<file path="src/design/ocg_pkg.sv">
// ----------------------------------------------------------------------------
// ocg_pkg
// Shared constants and types for the child octet gather block.
// ----------------------------------------------------------------------------
package ocg_pkg;
    localparam int TABLE_DEPTH  = 4096;
    localparam int BISECT_STEPS = 12;
    localparam int AW = $clog2(TABLE_DEPTH);
    localparam int CW = AW + 1;
    localparam int SW = $clog2(BISECT_STEPS + 1);

    localparam logic [1:0] REQ_LOAD  = 2'd0;
    localparam logic [1:0] REQ_QUERY = 2'd1;
    localparam logic [1:0] REQ_CLEAR = 2'd2;

    typedef struct packed {
        logic start;     // latch query, clear slots
        logic bis_rd;    // issue bisect read
        logic bis_upd;   // update bracket from read data
        logic scan_init; // set scan pointer to a
        logic scan_rd;   // issue scan read
        logic scan_chk;  // test read data
        logic emit_init;
        logic emit_next;
    } t_cmd;

    typedef struct packed {
        logic empty;
        logic scan_done; // pointer past b
    } t_sts;
endpackage

</file>
<file path="src/design/ocg_ctrl.sv">
// ----------------------------------------------------------------------------
// ocg_ctrl
// Query sequencer: bisection, bracket scan and slot emission.
// ----------------------------------------------------------------------------
module ocg_ctrl
    import ocg_pkg::*;
(
    input  logic       i_clk,
    input  logic       i_rst_n,
    input  logic       i_go,
    input  t_sts       i_sts,
    input  logic       i_out_taken,
    input  logic       i_emit_last,
    output t_cmd       o_cmd,
    output logic       o_busy,
    output logic       o_out_valid
);
    localparam logic [2:0] S_IDLE = 3'd0, S_BRD = 3'd1, S_BUP = 3'd2,
                           S_SRD = 3'd3, S_SCHK = 3'd4, S_EMIT = 3'd5;
    logic [2:0]    r_st, n_st;
    logic [SW-1:0] r_k, n_k;

    always_ff @(posedge i_clk) begin
        if (!i_rst_n) begin
            r_st <= S_IDLE;
            r_k  <= '0;
        end else begin
            r_st <= n_st;
            r_k  <= n_k;
        end
    end

    always_comb begin
        n_st  = r_st;
        n_k   = r_k;
        o_cmd = '0;
        case (r_st)
            S_IDLE: begin
                if (i_go) begin
                    o_cmd.start = 1'b1;
                    n_k = '0;
                    if (i_sts.empty) begin
                        o_cmd.emit_init = 1'b1;
                        n_st = S_EMIT;
                    end else begin
                        n_st = S_BRD;
                    end
                end
            end
            S_BRD: begin
                o_cmd.bis_rd = 1'b1;
                n_st = S_BUP;
            end
            S_BUP: begin
                o_cmd.bis_upd = 1'b1;
                n_k = r_k + 1'b1;
                if (r_k == SW'(BISECT_STEPS - 1)) begin
                    o_cmd.scan_init = 1'b1;
                    n_st = S_SRD;
                end else begin
                    n_st = S_BRD;
                end
            end
            S_SRD: begin
                if (i_sts.scan_done) begin
                    o_cmd.emit_init = 1'b1;
                    n_st = S_EMIT;
                end else begin
                    o_cmd.scan_rd = 1'b1;
                    n_st = S_SCHK;
                end
            end
            S_SCHK: begin
                o_cmd.scan_chk = 1'b1;
                n_st = S_SRD;
            end
            S_EMIT: begin
                if (i_out_taken) begin
                    o_cmd.emit_next = 1'b1;
                    if (i_emit_last) n_st = S_IDLE;
                end
            end
            default: n_st = S_IDLE;
        endcase
    end

    assign o_busy      = (r_st != S_IDLE);
    assign o_out_valid = (r_st == S_EMIT);
endmodule

</file>
<file path="config.mk">
export PLATFORM = sky130hd
export DESIGN_NAME = ocg_ctrl
export DESIGN_NICKNAME = d
export VERILOG_FILES = /design/src/design/ocg_pkg.sv /design/src/design/ocg_ctrl.sv
export SDC_FILE = /design/constraint.sdc
export NUM_CORES = 1
export LEC_CHECK = 0
export ABC_AREA = 1
export ABC_CLOCK_PERIOD_IN_PS = 1030
export BUFFER_PORTS_ARGS = -buffer_cell sky130_fd_sc_hd__buf_2
export CELL_PAD_IN_SITES_DETAIL_PLACEMENT = 1
export CELL_PAD_IN_SITES_GLOBAL_PLACEMENT = 1
export CORE_ASPECT_RATIO = 1.2
export CORE_MARGIN = 2
export CORE_UTILIZATION = 27
export CTS_CLUSTER_SIZE = 20
export DETAILED_ROUTE_END_ITERATION = 10
export PLACE_DENSITY_LB_ADDON = 0.1
export SLEW_MARGIN = 5
export SYNTH_ARGS = -nofsm -noshare
export SYNTH_HDL_FRONTEND = slang
export SYNTH_SLANG_ARGS = --single-unit
export TNS_END_PERCENT = 1
</file>
<file path="constraint.sdc">
create_clock -name i_clk -period 1.03 [get_ports i_clk]
set_input_delay 0.103 -clock i_clk [delete_from_list [all_inputs] [get_ports i_clk]]
set_output_delay 0.103 -clock i_clk [all_outputs]
set_load 0.02 [all_outputs]
</file>
# Word level (Yosys, flattened, before mapping)
# Index checks and enable logic that the tools add are counted.
# totals
ff_bits,7
out_inout_bits,10
# classes
add_sub_neg,1
n_eq_ne,9
muxes,23
n_reduce_logical,5
# op_table
cell,n
3-bit one-hot mux with 6 select lines,1
1-bit 2-to-1 mux,13
3-bit 2-to-1 mux,4
4-bit one-hot mux with 2 select lines,1
"3-bit by 2-bit equality test with 1-bit output, second input constant",2
"3-bit equality test, second input constant",2
"2-bit != test, second input constant",3
"4-bit by 1-bit adder with 4-bit output, second input constant",1
"4-bit equality test, second input constant",1
2-bit 2-to-1 mux,2
4-bit 2-to-1 mux,1
"3-bit by 1-bit equality test with 1-bit output, second input constant",1
3-bit zero test,1
3-bit AND reduction,1
3-bit nonzero test,1
1-bit one-hot mux with 2 select lines,1
2-bit AND reduction,1
2-bit nonzero test,1

# Depth between registers and ports, before layout
# Gate-level depths: netlist of run 1.
# depth
ltp_word,3
depth_mapped,6
depth_no_buf,6

# Least setup slack after synthesis of run 1
# OpenSTA, ideal clock, no wires.
# synth_path
path_type,reg2out
startpoint,register r_st[0]
endpoint,output port o_cmd[1] in the netlist's numbering
arrival_time_ns,1.322
slack_ns,-0.395
stages_incl_launch_ff,4
n_path_buf,0
path_cell_list,dfxtp_1 nor2_1 nand2_1 o32ai_1
# synth_rtl
item,line_no,source
from (decl),ocg_ctrl.sv:20,"logic [2:0] r_st, n_st;"
from (signal assigned),ocg_ctrl.sv:28,r_st <= n_st;
to (decl),ocg_ctrl.sv:14,"output t_cmd o_cmd,"

==> results of run 1 <==
worst max-delay path, delay by kind of cell, from the launching register on:
family                 cells  cell delay [ns]
DFF                        1             0.36
AOI/OAI and AO/OA          1             0.21
buffers and inverters      1             0.15
and+or+nand+nor            2             0.19
worst max path at each step:
stage	from	cells past startpoint	to
global route	r_st[1]	4	o_cmd[1]
CTS	r_st[1]	4	o_cmd[1]
floorplan	r_st[2]	5	o_cmd[4]
global placement	r_st[2]	6	o_cmd[4]
finish	r_st[1]	4	o_cmd[1]
detailed placement	r_k[0]	6	o_cmd[4]
registers in the layout, summed over array words and instances (netlist names):
name  cells
r_k       4
r_st      3
kinds of logic (layout without fill, tap and decap cells):
logic type                 count (synthesis)  after routing  share of synthesized area
and+or+nand+nor                           28             28                      0.300
AOI/OAI and AO/OA                         14             14                      0.206
buffers and inverters                     17             51                      0.146
DFF                                        7              7                      0.320
adders and majority gates                  1              1                     0.0286
stage by stage:
| step | power (mW) | cells | area, um2 | worst slack, ns |
|---|---|---|---|---|
| global placement | 0.873 | 107 | 629 | -0.0696 |
| finish | 1.28 | 118 | 791 | -0.249 |
| floorplan | 0.682 | 67 | 475 | -0.0453 |
| CTS | 1.27 | 117 | 774 | -0.269 |
| global route | 1.37 | 118 | 791 | -0.300 |
| detailed placement | 0.883 | 107 | 629 | -0.0766 |
layer usage:
metal | vias up | global-route usage | part of all wire | wire (um)
met1 | 256 | 0.161 | 0.37 | 509
met3 | 6 | 0.0228 | 0.034 | 47
li1 | 287 | - | - | -
met5 | - | 0 | 0 | 0
met2 | 16 | 0.317 | 0.56 | 764
met4 | 0 | 0.160 | 0.030 | 41
final cells by class:
cell class | instances | area, um2
clock buffers | 4 | 26.3
multi-input cells | 43 | 299
fillers | 196 | 692
repair buffers | 30 | 226
well taps | 17 | 21.3
flip-flops and latches | 7 | 151
inverters | 17 | 66.3
cells in the mapped netlist:
cell type  number  area (um2)
nand2_2         2        12.5
a21oi_4         1        16.3
ha_1            1        12.5
o21bai_1        1        7.51
a21oi_1         6        30.0
nand2_1         9        33.8
nor2_1          7        26.3
nor2_4          1        11.3
inv_2           2        7.51
o21ai_0         3        15.0
inv_1          15        56.3
a31oi_1         2        12.5
nand3_1         7        35.0
nor2_2          1        6.26
nand4_1         1        6.26
dfxtp_1         7         140
o32ai_1         1        8.76
what timing repair did:
action	CTS	global route
pin swaps	8	3
endpoints found under the hold margin	0	0
resized for setup	23	3
endpoints found under the setup margin	17	17
cloned	0	0
buffers inserted	6	1
where the power goes:
part           leakage, nW  internal [mW]  total (mW)  switching, mW
registers           0.0597          0.311       0.359         0.0478
logic                0.326          0.317       0.662          0.345
clock network       0.0150          0.148       0.260          0.111
==> qor.yml, run 1 <==
status: "finished with violations"
violations: "negative setup slack"
die_area_um2: 1960
port_buffers: 16
num_rows: 15
relSlewSlack: 0.863
fin_tns_setup_ns: -2.77
drt_iter0_drc: 0
start_util: 0.295
syn_avg_cell_area_um2: 6.54
max-vdd-ir-drop_mv: 0.621
startpoint_type: "flip-flop"
min_delay_path_depth: 3
ys_seq_area_frac: 0.320
hold_path_end: "r_k[0]"
antenna_found_initial: 0
grt_usage: 0.174
ios: 17
first_pass_iters: 1
tightest_slew_ns: 0.204
synthCells: 67
yosysUniqueCellTypes: 17
worst_path_max_delay_cell: "dfxtp_4"
final_cell_mix: "buf_4 (18), inv_1 (13), nand2_1 (8)"
report.final.hold_viol_count: 0
fp.dieH_um: 48.1
fin_crit_ns: 1.28
worst_slack_ns: -0.249
clkSinkCount: 7
clkLatencyLatePin_ns: 0.26
final_max_slew_viol_count: 0
worst-path-max-fanout: 4
min_from: "i_rst_n"
cp-end-kind: "output port"
holdWs_ns: 0.0922
place_congestion: 0.652
worst_setup_hold_path_clk_slew_ns: 0.06
hold_path_class: "in -> reg"
grt_overflow: 0
setup_viol: 17
r2r_setup_slack_ns: -0.19
rr_worst_depth: 8
die_x_um: 40.8
vias: 565
grt_setup_unrepaired: "yes"
finalCritPeriodShare: 1.24
r2r_start: "r_st[2]"
drive_above_1_share: 0.545
cts_root_buffer: "clkbuf_4"
core-area_um2: 1480
htreeDepth: 1
final_nets: 110
worstPathRequired_ns: 0.93
ys_seq_elements: 7
cp.arrival_ns: 1.18
synth.cell_area_um2: 438
final_common_cell: "buf_4"
grt_pass1_vias: 531
grt_max_degree: 7
powerDensity_nw_per_um2: 1620
routed_wl_mm: 1.36
cts_buffer_depth: 2
vias_per_cell: 4.79
fmaxAchievable_mhz: 782
ys_warn_count: 0
fin_util: 0.533
place.detailed.hpwl_mm: 1.05
skew_ns: 0.00651
cts_tree: "done"
drc: 0
synthesis.nets: 75
path_class: "reg -> out"
path_cells: "nor2_4 -> nand2_2 -> o32ai_4 -> buf_6"
wl_per_cell_um: 11.6
diodes: 0
r2r_end: "r_k[2]"
grt_pass1_wl_mm: 2.13
numCtsBuffers: 3
syn_to_final_growth_pct: 80.6
drv_cap: 0
max_stage_delay_ns: 0.36
ctsHoldBuffers: 0
p_leak_nw: 0.401
antenna_left: 0
Power figures use the tool's default switching activity.
==> run 2, diff against run 1 <==
BUFFER_PORTS_ARGS = default   (was -buffer_cell sky130_fd_sc_hd__buf_2)
CORE_AREA = 2 2 39 41   (was default)
CORE_ASPECT_RATIO = default   (was 1.2)
CORE_MARGIN = default   (was 2)
CORE_UTILIZATION = default   (was 27)
DIE_AREA = 0 0 41 43   (was default)
DONT_BUFFER_PORTS = 1   (was default)
==> run 2 against run 1 <==
Net effect:
- worst setup slack improved by 0.025 ns
- die area decreased by 10%
- the flow still finishes with violations (negative setup slack)
- sequential cell count unchanged
- non-clock buffer count decreased by 17
- first-iteration DRC count increased by 6
- fmax increased by 2.0%
- global-route usage increased by 1.3 points
==> qor.yml, run 2 (synthesis gave the netlist of run 1 again) <==
drv_cap: 0
vias: 503
dpl.cell_count: 90
rr_worst_depth: 7
worst_path_max_delay_cell: "dfxtp_2"
die_x_um: 41
htreeDepth: 1
final_common_cell: "buf_4"
wl_per_cell_um: 13.9
grt_overflow: 0
route.met3.wl_um: 40
status: "finished with violations"
powerDensity_nw_per_um2: 1730
cp-end-kind: "output port"
drive_above_1_share: 0.536
diodes: 0
clkSinkCount: 7
final_nets: 93
cts_buffer_depth: 2
worst_setup_hold_path_clk_slew_ns: 0.06
worst_slack_ns: -0.223
drt_iter0_drc: 6
regArea_um2: 149
path_cells: "nor2_4 -> nand2_2 -> o32ai_4"
n_fill_cell: 183
finalNonFillerCells: 100
core-area_um2: 1380
multi_input_area_um2: 318
wl_met1_um: 527
drc: 0
port_buffers: 0
final_cell_mix: "buf_4 (11), inv_1 (10), nand2_1 (7)"
fin_util: 0.494
r2r_setup_slack_ns: -0.14
antenna_left: 0
worst-path-max-fanout: 4
ios: 17
max_stage_delay_ns: 0.36
tightest_slew_ns: 0.336
worstPathRequired_ns: 0.93
fmaxAchievable_mhz: 798
place.detailed.hpwl_um: 976
start_util: 0.316
p_leak_nw: 0.306
grt_pass1_wl_mm: 2.15
max-vdd-ir-drop_mv: 0.744
grt_setup_unrepaired: "yes"
cp.arrival_ns: 1.15
vias_per_cell: 5.03
regMostFlops: "r_k"
die_area_um2: 1760
relSlewSlack: 0.778
report.final.hold_viol_count: 0
numCtsBuffers: 3
setup_viol: 17
hold_path_class: "in -> reg"
cts_tree: "done"
violations: "negative setup slack"
routed.top_layer: "met4"
holdWs_ns: 0.0339
r2r_end: "r_st[1]"
fp.dieH_um: 43
antenna_found_initial: 0
routed_wl_mm: 1.39
syn_to_final_growth_pct: 56.0
num_rows: 14
final_max_slew_viol_count: 0
startpoint_type: "flip-flop"
cts_root_buffer: "clkbuf_4"
first_pass_iters: 4
finalCritPeriodShare: 1.22
r2r_start: "r_k[1]"
skew_ns: 0.00595
largestRegisters: "r_k (4), r_st (3)"
wl_met2_um: 796
grt_pass1_vias: 508
path_class: "reg -> out"
largest_reg_flops: 4
place_congestion: 0.617
crit_end: "o_cmd[1]"
grt_max_degree: 7
critical_path.startpoint: "r_st[1]"
fin_crit_ns: 1.25
clkLatencyLatePin_ns: 0.26
grt_usage: 0.187
run 2: cell count changes in the layout (fill, tap and decap cells not counted), moves of 3 or more:
cell     change
buf_6        -4
inv_1        -3
inv_2        +3
a21oi_2      +3
a21oi_1      -3
buf_4        -7
buf_2        -7
run 2: worst min path at each step:
stage,from,end,slack [ns],cells past startpoint
after floorplan,i_rst_n,r_k[0],0.24,2
after global placement,i_rst_n,r_k[0],0.28,2
after detailed placement,i_rst_n,r_k[0],0.25,2
after CTS,i_go,r_k[1],0.03,3
after global routing,i_go,r_k[1],0.05,3
final,i_go,r_k[1],0.03,3
run 2: what timing repair did:
| item | 4_1_cts | 5_1_grt |
|---|---|---|
| pin swaps | 6 | 2 |
| hold buffers | 1 | 0 |
| setup endpoints to repair | 16 | 17 |
| setup buffers | 5 | 0 |
| hold endpoints to repair | 1 | 0 |
| resized for setup | 15 | 7 |
run 2: critical path, delay by kind of cell (launching register included):
family          cells  cell delay [ns]
compound gates      1             0.32
flops               1             0.36
simple gates        2             0.21
run 2: report_power, final:
group | internal [mW] | total, mW | switching, mW | leakage (nW)
Clock | 0.149 | 0.263 | 0.114 | 0.0150
Sequential | 0.310 | 0.363 | 0.0524 | 0.0594
Combinational | 0.223 | 0.559 | 0.336 | 0.232
Total | 0.682 | 1.18 | 0.502 | 0.306
run 2: cell type report:
cell class              instances  share of cell area
multi-input cells              43               0.465
flip-flops and latches          7               0.218
inverters                      17              0.0971
clock buffers                   4              0.0385
well taps                      16              0.0293
repair buffers                 13               0.152
run 2: metrics by stage:
stage,instance area (um2),setup TNS (ns),power [mW],setup WS (ns)
after floorplan,475,-0.165,0.682,-0.0453
after global placement,548,-0.0830,0.801,-0.0513
after detailed placement,548,-0.183,0.804,-0.0385
after CTS,661,-2.12,1.17,-0.213
after global routing,683,-3.03,1.25,-0.249
final,683,-2.04,1.18,-0.223
run 2: routing by layer:
| metal | vias to the layer above | track usage |
|---|---|---|
| li1 | 250 | - |
| met1 | 242 | 0.190 |
| met2 | 9 | 0.331 |
| met3 | 2 | 0.0314 |
| met4 | 0 | 0.100 |
| met5 | - | 0 |
